File: config.mk
export PLATFORM = sky130hd
export DESIGN_NAME = rtg_sqrt_cell
export DESIGN_NICKNAME = d
export VERILOG_FILES = /design/src/rtl/core/rtg_pkg.sv /design/src/rtl/core/rtg_sqrt_cell.sv
export SDC_FILE = /design/constraint.sdc
export NUM_CORES = 1
export LEC_CHECK = 0
export BUFFER_PORTS_ARGS = -buffer_cell sky130_fd_sc_hd__buf_4
export CELL_PAD_IN_SITES_DETAIL_PLACEMENT = 0
export CELL_PAD_IN_SITES_GLOBAL_PLACEMENT = 2
export CORE_MARGIN = 2
export CORE_UTILIZATION = 31
export DETAILED_ROUTE_END_ITERATION = 8
export HOLD_SLACK_MARGIN = 0.05
export PLACE_DENSITY_LB_ADDON = 0.1
export SLEW_MARGIN = 25
export SYNTH_ARGS = -nofsm -noshare
export SYNTH_HDL_FRONTEND = slang
export SYNTH_SLANG_ARGS = --single-unit
File: constraint.sdc
create_clock -name clk_i -period 3.2 [get_ports clk_i]
set_input_delay 0.32 -clock clk_i [delete_from_list [all_inputs] [get_ports clk_i]]
set_output_delay 0.32 -clock clk_i [all_outputs]
set_load 0.05 [all_outputs]
File: src/rtl/core/rtg_pkg.sv
// Shared types, constants and coefficient tables for the RGB to gray converter.
package rtg_pkg;

  // Widths of the pixel channels and of the gray result.
  localparam int unsigned ChanW = 8;
  localparam int unsigned LumaW = 17;
  localparam int unsigned ModeW = 4;

  // Numerator ahead of the divide by 255, which is also the width of the square root.
  localparam int unsigned NumW  = 25;
  // Sum of squares of three channels.
  localparam int unsigned RadW  = 18;
  // Partial remainder of the square root.
  localparam int unsigned RemW  = NumW + 2;
  // One root bit per cell.
  localparam int unsigned NumCells = NumW;
  // Width of a product of one channel and one coefficient.
  localparam int unsigned ProdW = 24;
  localparam int unsigned CoefW = 16;

  // Register codes for the gray mode.
  typedef enum logic [ModeW-1:0] {
    MODE_AVERAGE   = 4'd0,
    MODE_BT2020    = 4'd1,
    MODE_BT709     = 4'd2,
    MODE_BT601     = 4'd3,
    MODE_HSL       = 4'd4,
    MODE_EUCLIDEAN = 4'd5,
    MODE_RED       = 4'd6,
    MODE_GREEN     = 4'd7,
    MODE_BLUE      = 4'd8
  } gray_mode_e;

  // How the numerator is formed from the first stage's results.
  typedef enum logic [2:0] {
    KIND_AVG,
    KIND_WSUM,
    KIND_SQRT,
    KIND_HSL,
    KIND_CHAN
  } luma_kind_e;

  // Data that travels along the square-root cells.
  typedef struct packed {
    logic            is_sqrt;
    logic [RadW-1:0] rad;
    logic [RemW-1:0] rem;
    logic [NumW-1:0] root;
  } cell_t;

  // Luma weights in Q0.16; each set sums to exactly one.
  function automatic logic [CoefW-1:0] weight(input logic [ModeW-1:0] mode,
                                              input logic [1:0] chan);
    logic [CoefW-1:0] w;
    begin
      w = '0;
      case (mode)
        MODE_BT2020: begin
          case (chan)
            2'd0:    w = 16'd17216;
            2'd1:    w = 16'd44434;
            default: w = 16'd3886;
          endcase
        end
        MODE_BT709: begin
          case (chan)
            2'd0:    w = 16'd13933;
            2'd1:    w = 16'd46871;
            default: w = 16'd4732;
          endcase
        end
        default: begin
          case (chan)
            2'd0:    w = 16'd19595;
            2'd1:    w = 16'd38470;
            default: w = 16'd7471;
          endcase
        end
      endcase
      return w;
    end
  endfunction

endpackage

File: src/rtl/core/rtg_sqrt_cell.sv
// One square-root cell: settles one root bit from two radicand bits per transaction.
module rtg_sqrt_cell (
  input  logic           clk_i,
  input  logic           rst_ni,
  input  logic           in_valid_i,
  output logic           in_ready_o,
  input  rtg_pkg::cell_t in_cell_i,
  output logic           out_valid_o,
  input  logic           out_ready_i,
  output rtg_pkg::cell_t out_cell_o
);
  import rtg_pkg::*;

  logic              valid_q;
  logic              en;
  logic [RemW+1:0]   cand, trial_sub;
  cell_t             cell_d, cell_q;

  assign en         = !valid_q || out_ready_i;
  assign in_ready_o = en;

  // Restoring step: try to subtract four times the root plus one.
  always_comb begin
    cand      = {in_cell_i.rem, in_cell_i.rad[RadW-1 -: 2]};
    trial_sub = {2'b00, in_cell_i.root, 2'b01};
    cell_d    = in_cell_i;
    if (in_cell_i.is_sqrt) begin
      cell_d.rad = {in_cell_i.rad[RadW-3:0], 2'b00};
      if (cand >= trial_sub) begin
        cell_d.rem  = RemW'(cand - trial_sub);
        cell_d.root = {in_cell_i.root[NumW-2:0], 1'b1};
      end else begin
        cell_d.rem  = cand[RemW-1:0];
        cell_d.root = {in_cell_i.root[NumW-2:0], 1'b0};
      end
    end
  end

  always_ff @(posedge clk_i or negedge rst_ni) begin
    if (!rst_ni) begin
      valid_q <= 1'b0;
    end else if (en) begin
      valid_q <= in_valid_i;
    end
  end

  always_ff @(posedge clk_i) begin
    if (en && in_valid_i) begin
      cell_q <= cell_d;
    end
  end

  assign out_valid_o = valid_q;
  assign out_cell_o  = cell_q;

endmodule

==> qor.yml <==
status: "complete, no violations"
grt_max_degree: 72
die_w_um: 126
worstPathCellList: "buf_4 > inv_1 > ha_1 > or3_1 > o22ai_2 > o211ai_1 > a211oi_2 > nor3_1 > a211o_1 > o21ai_4 > buf_4 > mux2i_1 > a21oi_1"
drc: 0
grt_setup_unrepaired: "no"
fmax_ghz: 0.362
critPathRequiredTime_ps: 3290
grt.total_usage: 0.163
area_growth_pct: 38.0
post-route-min-period_ps: 2760
fin_setup_tns_ps: 0
portBuffers: 147
wirelength_um: 12900
synth_seq_area_share: 0.468
chipHeight_um: 126
design.final.nets: 714
initial_utilization: 0.317
cts_tree: "built"
clockBufferDepth: 2
synth_edf_count: 71
tightestPinTransition_ps: 1000
clk_pin_slew_worst_paths_ps: 60
crit_path_frequent_cell: "buf_4"
fillers: 1490
max_stage_delay_ps: 390
syn_area_um2: 4610
slew_viol_final: 0
design.core.area_um2: 14500
utilization: 0.438
clock_sinks: 72
power_density_nw_per_um2: 523
fin_cells: 801
dpl.hpwl_um: 9870
gp_congestion: 0.811
crit_arrival_ps: 2850
crit_type: "in2reg"
post-cts-setup-buffers: 0
p_leak_nw: 2.73
drt-vias-per-instance: 4.86
cts_hold_buf: 1
ys_warn_count: 0
diodes: 0
ys_seq_elements: 72
cap_viol_max_count: 0
synth_cells: 454
ir_drop_uv: 240
drive_gt1_frac: 0.340
max_slew_margin: 0.334
floorplan.rows: 44
min_path_type: "in2reg"
grt-ovfl-total: 0
cpMaxStageDelayCell: "or3_1"
r2r_setup_slack_ps: 1440
post_drt_wl_per_cell_um: 16.1
finalSetupViolCount: 0
yosysUniqueCellTypes: 50
io_pins: 148
start_kind: "primary input"
synth_ff_type: "edfxtp_1"
clock_skew_ps: 6.34
hold_viol_final: 0
synth.avg_cell_area_um2: 10.2
antenna_found_initial: 0
grt_pass1_wl_um: 20400
seq_area_um2: 2160
cts_root_buffer: "clkbuf_16"
multi_input_area_um2: 2250
drt_first_pass_iters: 4
finalCritPeriodShare: 0.864
die_area_um2: 15900
routed-via-count: 3892
placed_cells: 784
synthArstFlopShare: 0.0139
syn-num-nets: 556
critPathCaptureType: "flop"
path_max_fanout: 13
first_iter_violations: 143
postRouteAntennaNets: 0
ctsResizeCount: 0
grt_pass1_vias: 3932
htree_levels: 3
cts_buffers: 9
clock_latency_ps: 340
## layer usage
metal  up-vias  track usage  part of all wire
li1       1964            -                 -
met1      1798        0.217              0.45
met2       116        0.266              0.48
met3        14       0.0302             0.051
met4         0       0.0588             0.015
met5         -            0                 0
## worst max-delay path: cells and delay by family
| family | cells | cell delay (ps) |
|---|---|---|
| AO/OA/AOI/OAI | 6 | 1210 |
| multiplexers | 1 | 250 |
| AND/OR/NAND/NOR | 2 | 470 |
| buffers and inverters | 3 | 390 |
| adder cells (fa/ha/maj) | 1 | 200 |
## registers in the layout (all words and copies together), names as in the netlist
| signal | count |
|---|---|
| out_cell_o | 71 |
| out_valid_o | 1 |
## report_power, final
part | total (mW) | internal, mW | switching, mW
Combinational | 0.963 | 0.374 | 0.589
Clock | 1.22 | 0.772 | 0.444
Sequential | 1.15 | 1.13 | 0.0198
Total | 3.33 | 2.28 | 1.05
## cells by family (layout without fill, tap and decap cells)
logic type	count (synthesis)	in the layout	share of synthesized area
AO/OA/AOI/OAI	125	125	0.168
AND/OR/NAND/NOR	116	116	0.115
flip-flops	72	72	0.468
buffers and inverters	53	216	0.0458
multiplexers	37	37	0.0852
adder cells (fa/ha/maj)	27	27	0.0732
XOR/XNOR	24	24	0.0456
## path summary, 6_finish.rpt
kind	startpoint	endpoint	cells past startpoint
worst max-delay path	in_cell_i[2]	out_cell_o[37]$_DFFE_PP_	13
worst min-delay path	in_valid_i	out_valid_o$_DFFE_PN0N_	2
worst max register to register	out_valid_o$_DFFE_PN0N_	out_cell_o[15]$_DFFE_PP_	2
worst min register to register	out_valid_o$_DFFE_PN0N_	out_valid_o$_DFFE_PN0N_	2
max in group asynchronous	rst_ni	out_valid_o$_DFFE_PN0N_	2
min in group asynchronous	rst_ni	out_valid_o$_DFFE_PN0N_	2
## synthesized netlist by cell type (3+ instances only)
cell type  number  area (um2)
o221ai_1        3        26.3
o21bai_1        8        60.1
a21oi_1        35         175
a31oi_1         7        43.8
nand2b_1        3        18.8
nor2_1         30         113
o21a_1          5        37.5
mux2_2         18         203
xnor2_1        17         149
mux2i_1        19         190
clkbuf_1       17        63.8
ha_1           27         338
nor2b_1         6        37.5
xor2_1          7        61.3
a21o_1          7        52.6
nand4_1         3        18.8
inv_1          33         124
nand3_1         8        40.0
edfxtp_1       71        2130
nor3_1          3        15.0
or3_1           4        25.0
nand2_1        47         176
o21ai_0        43         215
## layout make-up
type                       instances  area share
multi-input combinational        329       0.353
clock inverter                     7      0.0197
clock buffer                       9      0.0354
sequential                        72       0.339
timing repair buffer             167       0.197
tap                              184      0.0362
inverter                          33      0.0195
## cells in the final DEF, fill, tap and decap left out, types with 4 or more instances in the layout
cell         n
a31oi_1      7
or3_1        4
nand2_1     47
clkbuf_16    9
nor2_1      30
o21bai_1     8
a21o_1       7
edfxtp_1    71
nand3_1      8
ha_1        27
inv_1       33
xnor2_1     17
mux2i_1     19
mux2_2      18
o21ai_0     43
o21a_1       5
xor2_1       7
nor2b_1      6
a21oi_1     35
buf_4      166
## per-stage QoR
stage	setup slack, ps	area [um2]	total power [mW]	hold slack [ps]
after detailed placement	81.6	6000	2.14	101
after floorplan	186	4610	1.82	24.4
final	436	6360	3.33	194
after global placement	131	6000	2.14	95.5
after global routing	201	6360	3.47	186
after CTS	416	6360	3.37	178
Note: power is estimated with default switching activity, not from simulation.
