<file path="src/rtl/core/rtg_pkg.sv">
// Shared types, constants and coefficient tables for the RGB to gray converter.
package rtg_pkg;

  // Widths of the pixel channels and of the gray result.
  localparam int unsigned ChanW = 8;
  localparam int unsigned LumaW = 17;
  localparam int unsigned ModeW = 4;

  // Numerator ahead of the divide by 255, which is also the width of the square root.
  localparam int unsigned NumW  = 25;
  // Sum of squares of three channels.
  localparam int unsigned RadW  = 18;
  // Partial remainder of the square root.
  localparam int unsigned RemW  = NumW + 2;
  // One root bit per cell.
  localparam int unsigned NumCells = NumW;
  // Width of a product of one channel and one coefficient.
  localparam int unsigned ProdW = 24;
  localparam int unsigned CoefW = 16;

  // Register codes for the gray mode.
  typedef enum logic [ModeW-1:0] {
    MODE_AVERAGE   = 4'd0,
    MODE_BT2020    = 4'd1,
    MODE_BT709     = 4'd2,
    MODE_BT601     = 4'd3,
    MODE_HSL       = 4'd4,
    MODE_EUCLIDEAN = 4'd5,
    MODE_RED       = 4'd6,
    MODE_GREEN     = 4'd7,
    MODE_BLUE      = 4'd8
  } gray_mode_e;

  // How the numerator is formed from the first stage's results.
  typedef enum logic [2:0] {
    KIND_AVG,
    KIND_WSUM,
    KIND_SQRT,
    KIND_HSL,
    KIND_CHAN
  } luma_kind_e;

  // Data that travels along the square-root cells.
  typedef struct packed {
    logic            is_sqrt;
    logic [RadW-1:0] rad;
    logic [RemW-1:0] rem;
    logic [NumW-1:0] root;
  } cell_t;

  // Luma weights in Q0.16; each set sums to exactly one.
  function automatic logic [CoefW-1:0] weight(input logic [ModeW-1:0] mode,
                                              input logic [1:0] chan);
    logic [CoefW-1:0] w;
    begin
      w = '0;
      case (mode)
        MODE_BT2020: begin
          case (chan)
            2'd0:    w = 16'd17216;
            2'd1:    w = 16'd44434;
            default: w = 16'd3886;
          endcase
        end
        MODE_BT709: begin
          case (chan)
            2'd0:    w = 16'd13933;
            2'd1:    w = 16'd46871;
            default: w = 16'd4732;
          endcase
        end
        default: begin
          case (chan)
            2'd0:    w = 16'd19595;
            2'd1:    w = 16'd38470;
            default: w = 16'd7471;
          endcase
        end
      endcase
      return w;
    end
  endfunction

endpackage

</file>
<file path="src/rtl/core/rtg_div255.sv">
// Divide by 255 through a reciprocal multiply and one correction step.
module rtg_div255 (
  input  logic                      clk_i,
  input  logic                      rst_ni,
  input  logic                      in_valid_i,
  output logic                      in_ready_o,
  input  logic [rtg_pkg::NumW-1:0]  num_i,
  output logic                      out_valid_o,
  input  logic                      out_ready_i,
  output logic [rtg_pkg::LumaW-1:0] luma_o
);
  import rtg_pkg::*;

  localparam int unsigned QW = NumW - 7;

  logic              s1_valid_q, s2_valid_q;
  logic              en1, en2;
  logic [2*NumW-1:0] prod;
  logic [NumW-1:0]   num_q;
  logic [QW-1:0]     qe_q, q_d;
  logic [NumW:0]     back, rem;
  logic [LumaW-1:0]  luma_q;

  assign en2        = !s2_valid_q || out_ready_i;
  assign en1        = !s1_valid_q || en2;
  assign in_ready_o = en1;

  // Estimate with floor(2^32/255); it falls short of the quotient by at most one.
  assign prod = (2*NumW)'(num_i) * (2*NumW)'(32'h0101_0101);

  always_ff @(posedge clk_i or negedge rst_ni) begin
    if (!rst_ni) begin
      s1_valid_q <= 1'b0;
      s2_valid_q <= 1'b0;
    end else begin
      if (en1) s1_valid_q <= in_valid_i;
      if (en2) s2_valid_q <= s1_valid_q;
    end
  end

  always_ff @(posedge clk_i) begin
    if (en1 && in_valid_i) begin
      num_q <= num_i;
      qe_q  <= prod[32 +: QW];
    end
  end

  // Correction: bump the estimate when the remainder reaches 255.
  always_comb begin
    back = {qe_q, 8'd0} - (NumW+1)'(qe_q);
    rem  = (NumW+1)'(num_q) - back;
    q_d  = qe_q;
    if (rem >= (NumW+1)'(255)) begin
      q_d = qe_q + QW'(1);
    end
  end

  always_ff @(posedge clk_i) begin
    if (en2 && s1_valid_q) begin
      luma_q <= q_d[LumaW-1:0];
    end
  end

  assign out_valid_o = s2_valid_q;
  assign luma_o      = luma_q;

endmodule

</file>
<file path="config.mk">
export PLATFORM = sky130hd
export DESIGN_NAME = rtg_div255
export DESIGN_NICKNAME = d
export VERILOG_FILES = /design/src/rtl/core/rtg_pkg.sv /design/src/rtl/core/rtg_div255.sv
export SDC_FILE = /design/constraint.sdc
export NUM_CORES = 1
export LEC_CHECK = 0
export ABC_AREA = 1
export BUFFER_PORTS_ARGS = -buffer_cell sky130_fd_sc_hd__buf_2
export CAP_MARGIN = 20
export CELL_PAD_IN_SITES_DETAIL_PLACEMENT = 1
export CELL_PAD_IN_SITES_GLOBAL_PLACEMENT = 2
export CORE_MARGIN = 4
export CORE_UTILIZATION = 40
export CTS_CLUSTER_SIZE = 14
export DETAILED_ROUTE_END_ITERATION = 12
export PLACE_DENSITY_LB_ADDON = 0.2
export SETUP_SLACK_MARGIN = 0.02
export SLEW_MARGIN = 20
export SYNTH_ARGS = -nofsm -noshare
export SYNTH_HDL_FRONTEND = slang
export SYNTH_SLANG_ARGS = --single-unit
</file>
<file path="constraint.sdc">
create_clock -name clk_i -period 9.4 [get_ports clk_i]
set_input_delay 1.41 -clock clk_i [delete_from_list [all_inputs] [get_ports clk_i]]
set_output_delay 1.41 -clock clk_i [all_outputs]
set_load 0.01 [all_outputs]
</file>
==> key figures <==
Clock network
  – Num CTS Buffers: 9
  – TritonCTS clock tree: built
  – Worst-Skew Late Latency: 0.34 ns
  – Post-CTS Hold Buffers: 0
  – Post-cts resize count: 0
  – Clock transition at path regs: 0.06 ns
  – Sink Count: 62
  – H-tree levels: 3
  – Root buffer cell: clkbuf_16
  – Clk buf depth: 2
  – Postcts setup bufs: 0

Layout
  – Share of layout cells above drive strength 1: 8.63%
  – Core Util, Final: 44.6%
  – Nets: 1423
  – Area delta synth->final: 9.73%
  – Ant. Diodes: 0
  – Fillers: 2673

STA
  – Worst-Margin Slew: 0.643 ns
  – Worst Clk Skew: 0.0117 ns
  – Slew Viols, Final: 0
  – Peak Freq: 199 MHz
  – RSZ-0062 raised after global routing: false
  – Tcrit/Tclk final: 53.3%
  – Max-Slew Margin vs Limit: 57.1%
  – Final hold slack: 0.532 ns
  – Final hold violation count: 0
  – Final min period: 5.01 ns
  – Setup TNS: 0 ns
  – # setup viols final: 0

Critical path
  – CP Data Arrival Time: 5.11 ns
  – CP Launch Type: input pin
  – Max FO, Critical Path: 4
  – Critical-path top delay cell: fa_1
  – Worst Path Required: 9.50 ns
  – Reg2reg end: luma_o[13]$_DFFE_PP_
  – Crit-path most repeated cell: ha_1
  – Worst r2r src: qe_q[9]$_DFFE_PP_
  – Buf/Inv on CP: 2
  – R2R cell count: 17
  – Crit path kind: in2reg
  – Critical-path cell list: buf_2 -> ha_1 -> ha_1 -> fa_1 -> ha_1 -> ha_1 -> ha_1 -> nand2_1 -> nor2_1 -> inv_1 -> nor4_1 -> a21oi_1 -> o21ai_0 -> nand2_1 -> nand3_1 -> nand2_1
  – R2R Setup Slk: 5.62 ns
  – Crit path max-delay family: adder cells
  – CP max stage delay: 0.47 ns
  – Crit end category: register

Logic synthesis
  – Mapped Cells: 1144
  – Seq/Total Area, Yosys: 21.7%
  – Compound-Gate Fraction of Synth Area: 7.62%
  – Synth Area in Adders: 30.6%
  – Syn Nets: 1367
  – Synth top area share: 24.8%
  – Avg Cell Area, Syn: 7.47 um2
  – Mux share of post-synthesis cell area: 0%
  – Fraction of synthesized cell area in xor and xnor cells: 3.28%
  – Simple-Gate Fraction of Synth Area: 26.6%
  – Count of cell types in the netlist: 43
  – Synth top area cells: ha_1, edfxtp_1, nand2_1
  – Post-Synthesis Cell Area: 8540 um2
  – Largest family of logic cells by synthesized area: adder cells
  – Cell taking the most area after synthesis: ha_1
  – Post-synthesis register bit count: 62
  – Yosys warns: 0

Floorplanning
  – Rows: 53
  – Die Width: 154 um
  – Die area: 23800 um2
  – Die Y: 154 um
  – Initial Util: 40.6%
  – Placeable Area: 21000 um2
  – Total I/O pin count: 48

GRT
  – Global-route usage over all layers: 23.2%
  – First-pass GRT wire length: 42700 um
  – Initial antenna violation count: 0
  – Gr ovfl total: 0
  – Largest net degree at the start of global routing: 44
  – Vias in the first global route: 8014

Flow run
  – Max-cap viol count: 0

Pwr
  – Power Density: 223 nW/um2
  – Leak Pwr: 0.00517 uW
  – VDD IR max: 0.101 mV

Detailed routing
  – WL/cell: 18.3 um
  – Drt pass-1 iters: 4
  – Final ANT Viol Nets: 0
  – Drc violations: 0
  – Vias per cell: 5.11
  – WL final: 27000 um
  – Iter 0 DRT Violations: 436
  – DR vias: 7569

Outcome
  – Status: finished, final reports clean

Min path
  – Hold Path End: out_valid_o$_DFFE_PN0P_
  – WHS Path Cells: 2
  – Worst hold path class: reg2reg
  – Hold Path Origin: s1_valid_q$_DFFE_PN0N_

Placed design
  – Dpl hpwl: 23800 um
  – Placer Congestion: 0.863
  – # port buffers: 47
logic make-up (layout without fill, tap and decap cells):
group,count (synthesis),in the layout
flip-flops,62,62
AO/OA/AOI/OAI,113,113
buffers and inverters,227,288
AND/OR/NAND/NOR,516,516
XOR/XNOR,32,32
adder cells (fa/ha/maj),194,194
per-layer routing:
metal / share of wire, % / routed length (um) / GRT usage, %
met5: 0 / 0 / 0
met4: 2.4 / 660 / 6.81
met3: 2.2 / 599 / 1.91
met2: 50 / 13500 / 42.3
met1: 45 / 12300 / 29.2
sequential cells by signal, indices dropped and copies added (netlist names):
name / count
s1_valid_q: 1
out_valid_o: 1
num_q: 25
qe_q: 18
luma_o: 17
power by group:
part / leakage [uW] / switching [uW] / internal [uW]
clock network: 0.000128 / 134 / 177
logic: 0.00444 / 915 / 455
registers: 0.000599 / 46.1 / 363
total: 0.00517 / 1100 / 995
per-stage QoR:
stage,power (uW),worst slack [ns],instance area (um2),cells
after floorplan,1390,4.64,8540,1144
after global placement,1770,4.08,9100,1464
after detailed placement,1790,4.04,9100,1464
after CTS,2120,4.39,9370,1480
after global routing,2320,4.17,9370,1480
final,2090,4.39,9370,1480
worst max path at each step:
| stage | from | endpoint | slack [ns] | cells after the start |
|---|---|---|---|---|
| global placement | num_i[13] | qe_q[13]$_DFFE_PP_ | 4.08 | 16 |
| detailed placement | num_i[14] | qe_q[13]$_DFFE_PP_ | 4.04 | 16 |
| finish | num_i[14] | qe_q[13]$_DFFE_PP_ | 4.39 | 16 |
| CTS | num_i[14] | qe_q[13]$_DFFE_PP_ | 4.39 | 16 |
| global route | num_i[12] | qe_q[13]$_DFFE_PP_ | 4.17 | 16 |
| floorplan | num_i[8] | qe_q[13]$_DFFE_PP_ | 4.64 | 17 |
layout by cell type, fill, tap and decap left out, drive strengths merged:
cell and n:
a211oi 1, a21boi 3, a21o 7, a21oi 57, a221oi 2, a31o 1, a31oi 5, and2 3
buf 49, clkbuf 10, clkinv 6, clkinvlp 2, dfrtp 2, edfxtp 60, fa 25, ha 169
inv 221, nand2 326, nand3 41, nand3b 9, nand4 32, nor2 85, nor3 9, nor4 8
o211ai 1, o21ai 28, o21bai 4, o221ai 2, o31ai 2, or2 3, xnor2 5, xor2 27
tightest hold or removal path, stage by stage, from the launching register on:
cell     delay (ns)
dfrtp_1        0.37
inv_1          0.07
nand2_1        0.07
synthesized netlist by cell type, drive strengths merged:
master,number
ha,169
xnor2,5
edfxtp,60
inv,222
a211oi,1
a221oi,2
a31oi,5
nor4,8
nand4,32
a21boi,3
o221ai,2
nor2,85
xor2,27
fa,25
o21bai,4
nand3,41
buf,4
clkinv,1
and2,3
o211ai,1
a21oi,57
nand3b,9
nand2,326
a31o,1
a21o,7
o31ai,2
o21ai,28
or2,3
dfrtp,2
nor3,9
area by class of cell:
type | instances | area, um2 | area share, %
multi-input cells | 855 | 5820 | 62.1
flip-flops and latches | 62 | 1850 | 19.8
inverters | 223 | 837 | 8.93
well taps | 275 | 344 | 3.67
repair buffers | 49 | 250 | 2.67
clock buffers | 10 | 229 | 2.44
clock inverters | 6 | 38.8 | 0.414
Power figures use the tool's default switching activity.
