`src/rtl/core/rtg_pkg.sv`:
```
// Shared types, constants and coefficient tables for the RGB to gray converter.
package rtg_pkg;

  // Widths of the pixel channels and of the gray result.
  localparam int unsigned ChanW = 8;
  localparam int unsigned LumaW = 17;
  localparam int unsigned ModeW = 4;

  // Numerator ahead of the divide by 255, which is also the width of the square root.
  localparam int unsigned NumW  = 25;
  // Sum of squares of three channels.
  localparam int unsigned RadW  = 18;
  // Partial remainder of the square root.
  localparam int unsigned RemW  = NumW + 2;
  // One root bit per cell.
  localparam int unsigned NumCells = NumW;
  // Width of a product of one channel and one coefficient.
  localparam int unsigned ProdW = 24;
  localparam int unsigned CoefW = 16;

  // Register codes for the gray mode.
  typedef enum logic [ModeW-1:0] {
    MODE_AVERAGE   = 4'd0,
    MODE_BT2020    = 4'd1,
    MODE_BT709     = 4'd2,
    MODE_BT601     = 4'd3,
    MODE_HSL       = 4'd4,
    MODE_EUCLIDEAN = 4'd5,
    MODE_RED       = 4'd6,
    MODE_GREEN     = 4'd7,
    MODE_BLUE      = 4'd8
  } gray_mode_e;

  // How the numerator is formed from the first stage's results.
  typedef enum logic [2:0] {
    KIND_AVG,
    KIND_WSUM,
    KIND_SQRT,
    KIND_HSL,
    KIND_CHAN
  } luma_kind_e;

  // Data that travels along the square-root cells.
  typedef struct packed {
    logic            is_sqrt;
    logic [RadW-1:0] rad;
    logic [RemW-1:0] rem;
    logic [NumW-1:0] root;
  } cell_t;

  // Luma weights in Q0.16; each set sums to exactly one.
  function automatic logic [CoefW-1:0] weight(input logic [ModeW-1:0] mode,
                                              input logic [1:0] chan);
    logic [CoefW-1:0] w;
    begin
      w = '0;
      case (mode)
        MODE_BT2020: begin
          case (chan)
            2'd0:    w = 16'd17216;
            2'd1:    w = 16'd44434;
            default: w = 16'd3886;
          endcase
        end
        MODE_BT709: begin
          case (chan)
            2'd0:    w = 16'd13933;
            2'd1:    w = 16'd46871;
            default: w = 16'd4732;
          endcase
        end
        default: begin
          case (chan)
            2'd0:    w = 16'd19595;
            2'd1:    w = 16'd38470;
            default: w = 16'd7471;
          endcase
        end
      endcase
      return w;
    end
  endfunction

endpackage

```
`src/rtl/core/rtg_front.sv`:
```
// Mode decode, channel products and numerator forming, two pipeline stages.
module rtg_front (
  input  logic                        clk_i,
  input  logic                        rst_ni,
  input  logic [rtg_pkg::ModeW-1:0]   gray_mode_i,
  input  logic                        in_valid_i,
  output logic                        in_ready_o,
  input  logic [rtg_pkg::ChanW-1:0]   red_i,
  input  logic [rtg_pkg::ChanW-1:0]   green_i,
  input  logic [rtg_pkg::ChanW-1:0]   blue_i,
  output logic                        out_valid_o,
  input  logic                        out_ready_i,
  output rtg_pkg::cell_t              out_cell_o
);
  import rtg_pkg::*;

  logic [ChanW-1:0]  chan   [3];
  logic [CoefW-1:0]  coef   [3];
  logic [ProdW-1:0]  prod   [3];
  logic [ProdW-1:0]  prod_q [3];
  luma_kind_e        kind, kind_q;
  logic [ChanW-1:0]  hi, lo, sel;
  logic [ChanW-1:0]  sel_q;
  logic [ChanW+1:0]  sum3, sum3_q;
  logic [ChanW-1:0]  third, third_q;
  logic [ChanW:0]    hl_q;
  logic [ProdW+1:0]  psum;
  logic [20:0]       third_full;
  logic              s1_valid_q, s2_valid_q;
  logic              en1, en2;
  cell_t             cell_d, cell_q;

  assign chan[0] = red_i;
  assign chan[1] = green_i;
  assign chan[2] = blue_i;

  // Each stage loads when it is empty or its transaction moves on.
  assign en2        = !s2_valid_q || out_ready_i;
  assign en1        = !s1_valid_q || en2;
  assign in_ready_o = en1;

  // Mode decode: weighted modes take a table weight, the Euclidean mode squares.
  always_comb begin
    kind = KIND_AVG;
    sel  = red_i;
    for (int k = 0; k < 3; k++) begin
      coef[k] = '0;
    end
    case (gray_mode_i)
      MODE_BT2020, MODE_BT709, MODE_BT601: begin
        kind = KIND_WSUM;
        for (int k = 0; k < 3; k++) begin
          coef[k] = weight(gray_mode_i, 2'(k));
        end
      end
      MODE_EUCLIDEAN: begin
        kind = KIND_SQRT;
        for (int k = 0; k < 3; k++) begin
          coef[k] = CoefW'(chan[k]);
        end
      end
      MODE_HSL:   kind = KIND_HSL;
      MODE_RED: begin
        kind = KIND_CHAN;
        sel  = red_i;
      end
      MODE_GREEN: begin
        kind = KIND_CHAN;
        sel  = green_i;
      end
      MODE_BLUE: begin
        kind = KIND_CHAN;
        sel  = blue_i;
      end
      default:    kind = KIND_AVG;
    endcase
  end

  // Channel products, extremes and the channel sum for the first stage.
  always_comb begin
    for (int k = 0; k < 3; k++) begin
      prod[k] = ProdW'(chan[k]) * ProdW'(coef[k]);
    end
    hi = red_i;
    lo = red_i;
    if (green_i > hi) hi = green_i;
    if (blue_i  > hi) hi = blue_i;
    if (green_i < lo) lo = green_i;
    if (blue_i  < lo) lo = blue_i;
    sum3 = (ChanW+2)'(red_i) + (ChanW+2)'(green_i) + (ChanW+2)'(blue_i);
    // A third of the sum, exact for sums up to three full channels.
    third_full = 21'(sum3) * 21'd683;
    third      = third_full[18:11];
  end

  // Stage one registers.
  always_ff @(posedge clk_i or negedge rst_ni) begin
    if (!rst_ni) begin
      s1_valid_q <= 1'b0;
    end else if (en1) begin
      s1_valid_q <= in_valid_i;
    end
  end

  always_ff @(posedge clk_i) begin
    if (en1 && in_valid_i) begin
      prod_q  <= prod;
      kind_q  <= kind;
      sel_q   <= sel;
      sum3_q  <= sum3;
      third_q <= third;
      hl_q    <= (ChanW+1)'(hi) + (ChanW+1)'(lo);
    end
  end

  // Numerator over 255 for each kind, or the radicand for the square root.
  always_comb begin
    psum          = (ProdW+2)'(prod_q[0]) + (ProdW+2)'(prod_q[1]) + (ProdW+2)'(prod_q[2]);
    cell_d        = '0;
    case (kind_q)
      KIND_WSUM: cell_d.root = NumW'(psum);
      KIND_SQRT: begin
        cell_d.is_sqrt = 1'b1;
        cell_d.rad     = psum[RadW-1:0];
      end
      KIND_HSL:  cell_d.root = NumW'({hl_q, 15'd0});
      KIND_CHAN: cell_d.root = NumW'({sel_q, 16'd0});
      // Sum times 65536 over 3, split as sum times 21845 plus a third of the sum.
      default:   cell_d.root = NumW'(NumW'(sum3_q) * NumW'(21845)) + NumW'(third_q);
    endcase
  end

  // Stage two registers.
  always_ff @(posedge clk_i or negedge rst_ni) begin
    if (!rst_ni) begin
      s2_valid_q <= 1'b0;
    end else if (en2) begin
      s2_valid_q <= s1_valid_q;
    end
  end

  always_ff @(posedge clk_i) begin
    if (en2 && s1_valid_q) begin
      cell_q <= cell_d;
    end
  end

  assign out_valid_o = s2_valid_q;
  assign out_cell_o  = cell_q;

endmodule

```
`config.mk`:
```
export PLATFORM = sky130hd
export DESIGN_NAME = rtg_front
export DESIGN_NICKNAME = d
export VERILOG_FILES = /design/src/rtl/core/rtg_pkg.sv /design/src/rtl/core/rtg_front.sv
export SDC_FILE = /design/constraint.sdc
export NUM_CORES = 1
export LEC_CHECK = 0
export BUFFER_PORTS_ARGS = -buffer_cell sky130_fd_sc_hd__clkbuf_2
export CELL_PAD_IN_SITES_DETAIL_PLACEMENT = 1
export CELL_PAD_IN_SITES_GLOBAL_PLACEMENT = 2
export CORE_AREA = 2 2 262 264
export DETAILED_ROUTE_END_ITERATION = 16
export DIE_AREA = 0 0 264 266
export PLACE_DENSITY = 0.68
export SETUP_SLACK_MARGIN = 0.1
export SYNTH_ARGS = -nofsm -noshare
export SYNTH_HDL_FRONTEND = slang
export SYNTH_SLANG_ARGS = --single-unit
```
`constraint.sdc`:
```
create_clock -name clk_i -period 13.4 [get_ports clk_i]
set_input_delay 0 -clock clk_i [delete_from_list [all_inputs] [get_ports clk_i]]
set_output_delay 0 -clock clk_i [all_outputs]
set_load 0.03 [all_outputs]
```
==> summary.md, run 1 <==
| Metric | Value |
|---|---|
| LEAKAGE | around 13 nW |
| Crit path required time | ~14 ns |
| Final hold violation count | 0 |
| Syn Inst Count | roughly 2400 |
| RR Startpoint | sum3_q[7] |
| Postcts setup bufs | 0 |
| Primary FF master, synth | edfxtp_1 |
| Worst hold-check path type | primary input to flop |
| Placed instance area | 24800 um2 |
| Synth unique cells | between 70 and 80 |
| Clock tree sinks | 155 |
| Leading cell types in the layout, fill and taps excluded | inv_1, ha_1, fa_1 |
| Fin crit share | roughly 54% |
| Yosys reg bits | approximately 160 |
| Residual DRC | 0 |
| Number of max-cap violations | 0 |
| Post-synthesis sequential area ratio | approximately 20% |
| R2R depth | 15 |
| Via count | between 15000 and 20000 |
| CTS H-tree lvls | 4 |
| Avg Cell Area, Syn | between 9 and 10 um2 |
| Cell Count, Final, Fillers Out | 3385 |
| Site row count | 96 |
| Buf+Inv Stages, Crit Path | 8 |
| Cell area after synthesis | 23500 um2 |
| Placer Congestion | ~0.85 |
| Critical Path Sink | third_q[6] |
| Top Family by Delay on Critical Path | adder cells |
| All-Layer GR Usage | 21.2% |
| Dpl hpwl | between 60000 and 70000 um |
| Max Freq | approximately 140 MHz |
| Fin area | between 20000 and 30000 um2 |
| Chip height | ~270 um |
| Starting density of the core | about a third |
| WL/cell | between 20 and 25 um |
| Insertion delay to the later sink of the worst-skew pair | 0.46 ns |
| Num ports | 105 |
| Worst slew margin | approximately a third |
| Most common cell after layout, fill and taps aside | inv_1 |
| Power Dens Cells | 239 nW/um2 |
| Root buf cell | clkbuf_16 |
| CP Depth | 30 |
| Antenna-violating nets left | 0 |
| Number of port buffers | 77 |
| Slowest cell on the critical path | fa_1 |
| Clock slew at reported path FFs | around 0.060 ns |
| Multi-input logic area | ~17000 um2 |
| CTS Buf Count | 17 |
| Worst Path Arrival | approximately 7.5 ns |
| Dpl cells | 3348 |
| Tmin final | between 7 and 8 ns |
| Largest net degree at the start of global routing | 76 |
| Post-synth EDFFs | 153 |
| Die W | ~260 um |
| Final Skew | ~0.026 ns |
| Setup Viol. Count Final | 0 |
| Peak supply drop | 196 uV |
| Worst hold stages | 3 |
| Worst Setup Start Kind | primary input |
| WHS | ~0.17 ns |
| Vias/cell | roughly 5 |
| CTS tree | yes |
| Final WL | approximately 72000 um |
| FF-to-FF setup slack | 7.89 ns |
| Initial antenna violation count | 3 |
| Number of global-route vias before repair | 18900 |
| Kind of critical path | primary input to flop |
| Layout Nets | 3152 |
| Core box area | about 68000 um2 |
| Ys async rst share | under 10% |
| Number of fill cells | roughly 8000 |
| Drt first-iter violations | around 800 |
| Synthesis-to-finish area growth | 8.15% |
| Most Frequent Cell on Critical Path | inv_1 |
| Max incr delay on CP | 0.67 ns |
| Fin. max-slew vios | 0 |
| Register area | roughly 4600 um2 |
| Cts repair resizes | 0 |
| Critical Path Source | red_i[1] |
| First-pass GRT wire length | approximately 110000 um |
| CP Max Fanout | 10 |
| Reg-to-reg critical path endpoint | out_cell_o[24] |
| Full die area | 70200 um2 |
| Min-Delay Startpoint | red_i[1] |
| RSZ-0062 raised after global routing | no |
| Max clock buf depth | 2 |
| Ratio of cells with drive above 1 in the final layout | under 10% |
| Grt ovf | 0 |
| CP Capture Type | flop |
| Worst Tran Pin Value | 0.992 ns |
| Synth warn | 0 |
| Setup TNS | 0 ns |
| Run status | completed |
| Initial DRT Pass Iterations | 7 |
## cell type report
class / count / share of cell area, %
Multi-Input combinational cell: 1752 / 66.0
Sequential cell: 155 / 18.3
Inverter: 463 / 6.85
Tap cell: 882 / 4.35
Timing Repair Buffer: 101 / 2.28
Clock buffer: 18 / 1.69
Clock inverter: 13 / 0.567
Antenna cell: 1 / 0.00986
## sequential cells by signal, indices dropped and copies added (netlist names), 3 cells and up
signal and count:
hl_q 9, kind_q 3, out_cell_o 44, prod_q 71, sel_q 8, sum3_q 10
third_q 8
## timing repair
action	in CTS	in global routing
endpoints found under the hold margin	4	0
hold buffers	5	0
setup endpoints to repair	0	0
## through the flow
stage          setup slack, ns  total power [mW]  utilization (%)
5_1_grt                   5.62              6.76             37.5
3_5_place_dp              5.57              5.63             36.5
3_3_place_gp              5.72              5.52             36.5
6_report                  6.10              6.06             37.5
2_1_floorplan             6.51              4.36                -
4_1_cts                   6.04              6.16             37.5
## cells by family after synthesis
logic type	share of synthesized area [%]
simple gates	12.2
fa+ha+maj	43.4
other cells	0.0160
buf+inv	9.31
flops	19.8
mux	1.19
compound gates	9.95
xor+xnor	4.14
## worst register-to-register path: cells and delay by family, from the launching register on
family	cells	cell delay (ns)
fa+ha+maj	6	2.84
compound gates	3	0.89
simple gates	3	0.57
flops	1	0.50
xor+xnor	1	0.29
buf+inv	2	0.17
## worst min path at each step
stage,slack [ns],end
final,0.17,sel_q[1]
after global routing,0.18,sel_q[4]
after CTS,0.15,kind_q[2]
after detailed placement,-0.21,s1_valid_q
after global placement,-0.21,s1_valid_q
after floorplan,-0.30,out_valid_o
## routing by layer
| metal | track usage (%) | up-vias | routed length [um] |
|---|---|---|---|
| met5 | 0 | - | 0 |
| met1 | 27.1 | 8591 | 32700 |
| met3 | 1.82 | 75 | 1980 |
| li1 | - | 8011 | - |
| met2 | 38.2 | 273 | 35800 |
| met4 | 5.67 | 0 | 1620 |
## synthesized netlist by cell type (all sizes together), types with 4 or more instances
cell type | instances | area share [%]
a211o | 5 | 0.19
a211oi | 12 | 0.44
a21boi | 5 | 0.16
a21o | 43 | 1.4
a21oi | 120 | 2.6
a22oi | 10 | 0.32
a31oi | 7 | 0.19
a32oi | 4 | 0.15
and2 | 42 | 1.1
and3 | 31 | 0.83
buf | 33 | 1.0
clkbuf | 54 | 0.86
clkinv | 9 | 0.14
edfxtp | 153 | 20
fa | 305 | 26
ha | 325 | 17
inv | 454 | 7.3
mux2 | 4 | 0.26
mux2i | 22 | 0.94
nand2 | 134 | 2.1
nand2b | 50 | 1.3
nand3 | 24 | 0.51
nand3b | 4 | 0.13
nand4 | 10 | 0.27
nor2 | 206 | 3.3
nor2b | 48 | 1.3
nor3 | 23 | 0.49
o2111ai | 4 | 0.15
o211ai | 12 | 0.38
o21a | 16 | 0.51
o21ai | 56 | 1.2
o21bai | 16 | 0.51
o221ai | 5 | 0.19
o22ai | 12 | 0.32
o31a | 4 | 0.15
or2 | 10 | 0.27
or3 | 8 | 0.21
xnor2 | 72 | 2.7
xor2 | 39 | 1.5
## where the power goes
group	internal [mW]	leakage [nW]	total (mW)	switching, mW
Clock	0.275	0.277	0.485	0.210
Sequential	0.809	1.53	0.862	0.0532
Combinational	1.95	11.0	4.71	2.76
Total	3.03	12.8	6.06	3.03
No activity file was read; power rests on OpenSTA's default activity.
==> inputs of run 2 (changes only) <==
--- a/config.mk
+++ b/config.mk
@@ -5,13 +5,14 @@
 export SDC_FILE = /design/constraint.sdc
 export NUM_CORES = 1
 export LEC_CHECK = 0
+export ABC_AREA = 1
 export BUFFER_PORTS_ARGS = -buffer_cell sky130_fd_sc_hd__clkbuf_2
 export CELL_PAD_IN_SITES_DETAIL_PLACEMENT = 1
 export CELL_PAD_IN_SITES_GLOBAL_PLACEMENT = 2
-export CORE_AREA = 2 2 262 264
+export CORE_AREA = 2 2 267 269
 export DETAILED_ROUTE_END_ITERATION = 16
-export DIE_AREA = 0 0 264 266
-export PLACE_DENSITY = 0.68
+export DIE_AREA = 0 0 269 271
+export PLACE_DENSITY = 0.7
 export SETUP_SLACK_MARGIN = 0.1
 export SYNTH_ARGS = -nofsm -noshare
 export SYNTH_HDL_FRONTEND = slang
==> constraint.sdc (replaced) <==
create_clock -name clk_i -period 7.4 [get_ports clk_i]
set_input_delay 0 -clock clk_i [delete_from_list [all_inputs] [get_ports clk_i]]
set_output_delay 0 -clock clk_i [all_outputs]
set_load 0.03 [all_outputs]
==> summary.md, run 2 <==
| Metric | Value |
|---|---|
| Run status | completed (unchanged) |
| RSZ-0062 raised after global routing | no (unchanged) |
| CTS Buf Count | 17 (unchanged) |
| ANT cells | 0 (was 1) |
| Fin crit share | roughly four fifths |
| Crit path required time | 7.60 ns (was 13.60 ns) |
| Post-synth EDFFs | 153 (unchanged) |
| Share of Yosys cell area claimed by the top area cell type | 25.2% (was 26.0%) |
| Worst hold-check path type | primary input to flop (unchanged) |
| Max FFs per register | 71 (unchanged) |
| Initial DRT Pass Iterations | 5 (was 7) |
| Grt ovf | 0 (unchanged) |
| Antenna-violating nets left | 0 (unchanged) |
| CP Capture Type | flop (unchanged) |
| Synth unique cells | 60 (was 71) |
| Vias/cell | 5.01 (about the same) |
| Ratio of cells with drive above 1 in the final layout | 6.32% (was 5.88%) |
| Postcts setup bufs | 0 (unchanged) |
| Dpl hpwl | 72200 um (was 60900 um) |
| Cell Count, Final, Fillers Out | 3853 (was 3385) |
| All-Layer GR Usage | 23.3% (was 21.2%) |
| Post-synthesis sequential area ratio | 19.1% (was 19.8%) |
| Num ports | 105 (unchanged) |
| Worst Setup Start Kind | primary input (unchanged) |
| Max incr delay on CP | 0.51 ns (was 0.67 ns) |
| Chip height | 271 um (was 266 um) |
| Insertion delay to the later sink of the worst-skew pair | 0.46 ns (about the same) |
| Worst Tran Pin Value | 0.995 ns (was 0.992 ns) |
| CTS tree | yes (unchanged) |
| Max Freq | 169 MHz |
| Setup TNS | 0 ns (unchanged) |
| Worst Path Arrival | 6.10 ns (was 7.50 ns) |
| Synth warn | 0 (unchanged) |
| Cts repair resizes | 0 (unchanged) |
| CP Max Fanout | 11 (was 10) |
| Root buf cell | clkbuf_16 (unchanged) |
| Final WL | 82800 um (was 72200 um) |
| Most common cell in the synthesized netlist | inv_1 (unchanged) |
| Cell area after synthesis | 24300 um2 (was 23500 um2) |
| Largest net degree at the start of global routing | 57 (was 76) |
| Number of port buffers | 77 (unchanged) |
| Primary FF master, synth | edfxtp_1 (unchanged) |
| Leading cell types in the layout, fill and taps excluded | inv_1, nand2_1, nor2_1 (was inv_1, ha_1, fa_1) |
| Residual DRC | 0 (unchanged) |
| Full die area | 72900 um2 (was 70200 um2) |
| Clock slew at reported path FFs | 0.06 ns (about the same) |
| Number of global-route vias before repair | 21200 (was 18900) |
| First-pass GRT wire length | 127000 um (was 113000 um) |
| Placed instance area | 25700 um2 (was 24800 um2) |
| Avg Cell Area, Syn | 8.58 um2 (was 9.65 um2) |
| Initial antenna violation count | 4 (was 3) |
| Main area contributors after synthesis | fa_1, edfxtp_1, ha_1 (unchanged) |
| Synthesis-to-finish area growth | 8.24% (was 8.15%) |
| Worst slew margin | 33.0% (was 33.8%) |
| Post-synth top cells | inv_1, nand2_1, nor2_1 (was inv_1, ha_1, fa_1) |
| Layout Nets | 3562 (was 3152) |
| Clock tree sinks | 155 (unchanged) |
| Most common cell after layout, fill and taps aside | inv_1 (unchanged) |
| Placer Congestion | 0.875 (was 0.852) |
| WL/cell | 21.5 um (was 21.3 um) |
| CTS H-tree lvls | 4 (unchanged) |
| Largest Register | prod_q (unchanged) |
| Tmin final | ~5.9 ns |
| Die W | 269 um (was 264 um) |
| Starting density of the core | 34.8% (was 34.6%) |
| Drt first-iter violations | 1072 (was 794) |
| CTS Hold Buffers Added | 4 (was 5) |
| Kind of critical path | primary input to flop (unchanged) |
| Max clock buf depth | 2 (unchanged) |
| Most Frequent Cell on Critical Path | inv_1 (unchanged) |
| Site row count | 97 (was 96) |
| Final Skew | 0.0123 ns (was 0.0257 ns) |
| Core box area | 69800 um2 (was 67700 um2) |
| Cell taking the most area after synthesis | fa_1 (unchanged) |
| Yosys reg bits | 155 (unchanged) |
| Via count | 19300 (was 17000) |
| Ys async rst share | 1.29% (unchanged) |
| Setup Viol. Count Final | 0 (unchanged) |
| Syn Inst Count | 2828 (was 2431) |
| Fin area | 26300 um2 (was 25400 um2) |
| Slowest cell on the critical path | fa_1 (unchanged) |
| Number of max-cap violations | 0 (unchanged) |
| Final hold violation count | 0 (unchanged) |
| Fin. max-slew vios | 0 (unchanged) |
| Dpl cells | 3817 (was 3348) |
[run 2: routing by layer]
layer | vias up | global-route usage, % | wire (um)
met5 | - | 0 | 0
met4 | 0 | 7.00 | 2290
met3 | 94 | 1.87 | 2760
met2 | 381 | 37.8 | 37900
met1 | 9686 | 33.0 | 39900
li1 | 9124 | - | -
[run 2: cell families (layout without fill, tap and decap cells)]
logic type	after synthesis	count (layout)	synth area share (%)
compound gates	381	381	9.19
xor+xnor	102	102	3.68
fa+ha+maj	630	630	41.9
buf+inv	641	700	10.4
flops	155	155	19.1
other cells	1	27	0.0155
simple gates	918	918	15.6
[run 2: worst paths after layout]
path                                 from              to  slack (ns)  cells after the start
setup reg to reg                sum3_q[7]  out_cell_o[23]        2.28                     16
max in group asynchronous          rst_ni     out_valid_o        6.86                      3
hold reg to reg                s1_valid_q     out_valid_o        0.53                      2
hold / removal             gray_mode_i[1]       kind_q[1]        0.10                      2
min in group asynchronous          rst_ni     out_valid_o        0.42                      3
setup / recovery                blue_i[1]      third_q[6]        1.49                     29
[run 2: final cells by class]
cell class	count	area, um2
timing repair buffer	93	515
fill	8317	43500
sequential	155	4640
clock inverter	15	135
tap	940	1180
multi-input combinational	2058	17200
inverter	575	2160
clock buffer	17	425
[run 2: stage by stage]
stage / hold slack [ns] / worst slack, ns / utilization, %
finish: 0.101 / 1.49 / 37.6
global route: 0.103 / 1.14 / 37.6
floorplan: -0.296 / 1.86 / -
detailed placement: -0.211 / 1.02 / 36.8
CTS: 0.0612 / 1.51 / 37.6
global placement: -0.213 / 1.17 / 36.8
[run 2: worst max-delay path, delay by kind of cell]
| kind | cells | cell delay [ns] |
|---|---|---|
| AO/OA/AOI/OAI | 4 | 0.68 |
| XOR/XNOR | 2 | 0.63 |
| adder cells (fa/ha/maj) | 9 | 3.59 |
| buffers and inverters | 8 | 0.71 |
| AND/OR/NAND/NOR | 6 | 0.50 |
Power of run 2 is left out: the tool's default activity adds up to more than one toggle a clock period on the data nets, which glitch-free logic cannot reach.
==> inputs of run 3 (changes only) <==
==> constraint.sdc (replaced) <==
create_clock -name clk_i -period 5.5 [get_ports clk_i]
set_input_delay 0 -clock clk_i [delete_from_list [all_inputs] [get_ports clk_i]]
set_output_delay 0 -clock clk_i [all_outputs]
set_load 0.03 [all_outputs]
==> summary.md, run 3 (synthesis results as in run 2) <==
| Metric | Value |
|---|---|
| Run status | completed (unchanged) |
| Max FFs per register | 71 (unchanged) |
| Core box area | 69800 um2 (unchanged) |
| Synthesis-to-finish area growth | 12.5% (was 8.24%) |
| Drt first-iter violations | 998 (was 1072) |
| Num ports | 105 (unchanged) |
| First-pass GRT wire length | 130000 um (was 127000 um) |
| Placed instance area | 26500 um2 (was 25700 um2) |
| WL/cell | 21.1 um (was 21.5 um) |
| Insertion delay to the later sink of the worst-skew pair | 0.48 ns (was 0.46 ns) |
| Residual DRC | 0 (unchanged) |
| WHS | 0.0663 ns (was 0.101 ns) |
| Top layer in use | met4 (unchanged) |
| Placer Congestion | 0.884 (was 0.875) |
| Fin area | 27300 um2 (was 26300 um2) |
| Die W | 269 um (unchanged) |
| Kind of critical path | primary input to flop (unchanged) |
| Initial antenna violation count | 5 (was 4) |
| Number of max-cap violations | 0 (unchanged) |
| CTS tree | yes (unchanged) |
| Full die area | 72900 um2 (unchanged) |
| Chip height | 271 um (unchanged) |
| Tmin final | around 5.2 ns |
| Ratio of cells with drive above 1 in the final layout | 10.4% (was 6.32%) |
| Worst slew margin | 30.2% (was 33.0%) |
| Final hold violation count | 0 (unchanged) |
| RSZ-0062 raised after global routing | yes (was no) |
| Worst hold-check path type | primary input to flop (unchanged) |
| Final WL | 83900 um (was 82800 um) |
| Number of port buffers | 77 (unchanged) |
| Vias/cell | 4.96 (was 5.01) |
| Starting density of the core | 34.8% (unchanged) |
| Root buf cell | clkbuf_16 (unchanged) |
| Dpl hpwl | 74200 um (was 72200 um) |
| CTS Buf Count | 17 (unchanged) |
| CTS H-tree lvls | 4 (unchanged) |
| Largest Register | prod_q (unchanged) |
| CP Capture Type | flop (unchanged) |
| Max clock buf depth | 2 (unchanged) |
| Layout Nets | 3684 (was 3562) |
| Worst Tran Pin Value | 1.04 ns (was 0.995 ns) |
| Via count | 19700 (was 19300) |
| Metal-1 WL | 40200 um (was 39900 um) |
| Worst Setup Start Kind | primary input (unchanged) |
| Antenna-violating nets left | 0 (unchanged) |
| Met2 WL | 39000 um (was 37900 um) |
| Worst Path Arrival | 5.46 ns (was 6.10 ns) |
| Clock slew at reported path FFs | 0.06 ns (about the same) |
| CP Max Fanout | 8 (was 11) |
| Top Family by Delay on Critical Path | adder cells (unchanged) |
| Setup Viol. Count Final | 0 (unchanged) |
| Number of global-route vias before repair | 21500 (was 21200) |
| Slowest cell on the critical path | fa_1 (unchanged) |
| Site row count | 97 (unchanged) |
| Max Freq | between 150 and 200 MHz |
| Largest net degree at the start of global routing | 58 (was 57) |
| All-Layer GR Usage | 23.7% (was 23.3%) |
| Met3 routed wirelength | 2910 um (was 2760 um) |
| Crit path required time | 5.72 ns (was 7.60 ns) |
| Clock tree sinks | 155 (unchanged) |
| Most common cell after layout, fill and taps aside | inv_1 (unchanged) |
| Final Skew | 0.0170 ns (was 0.0123 ns) |
| Buf+Inv Stages, Crit Path | 6 (was 8) |
| Grt ovf | 0 (unchanged) |
| Max incr delay on CP | 0.58 ns (was 0.51 ns) |
| Fin. max-slew vios | 0 (unchanged) |
| ANT cells | 0 (unchanged) |
| Leading cell types in the layout, fill and taps excluded | inv_1, nand2_1, nor2_1 (unchanged) |
| Fin crit share | between 90% and 100% |
| Initial DRT Pass Iterations | 5 (unchanged) |
==> run 3: worst reg2reg max path, delay by kind of cell, from the launching register on <==
family          cells  cell delay (ns)
buf+inv             3             0.28
compound gates      5             1.39
flops               1             0.54
fa+ha+maj           6             2.65
==> run 3: stage by stage <==
step	setup slack [ns]	instances	setup TNS (ns)	util [%]
after global routing	0.0584	3975	0	39.1
after CTS	0.262	3970	0	39.0
after global placement	-0.0967	3931	-0.114	38.0
after floorplan	0.107	2854	0	-
final	0.251	3975	0	39.1
after detailed placement	-0.180	3931	-0.691	38.0
==> run 3: per-layer routing <==
layer	vias to the layer above	track usage [%]
met5	-	0
met4	0	5.57
met3	69	2.21
met2	397	39.2
met1	9879	33.4
li1	9373	-
==> run 3: worst paths after layout <==
check,slack (ns),depth (start not counted),start,to
max in group asynchronous,4.99,3,rst_ni,out_valid_o
hold / removal,0.07,4,red_i[1],sel_q[1]
setup reg to reg,0.33,14,sum3_q[7],out_cell_o[10]
min in group asynchronous,0.39,3,rst_ni,s1_valid_q
setup / recovery,0.25,25,gray_mode_i[1],prod_q[46]
hold reg to reg,0.53,2,s1_valid_q,out_valid_o
==> run 3: timing repair <==
action                                  in CTS  in global routing
hold buffers                                 7                  0
gates resized for setup                      0                 17
endpoints found under the setup margin       0                 30
hold endpoints to repair                     5                  0
buffers inserted                             0                  5
==> run 3: area by class of cell <==
class,instances,area (um2)
fillers,8317,42500
multi-input cells,2058,17300
flip-flops and latches,155,4640
inverters,575,2170
repair buffers,215,1440
well taps,940,1180
clock buffers,18,429
clock inverters,14,183
Power of run 3 is left out for the same reason.
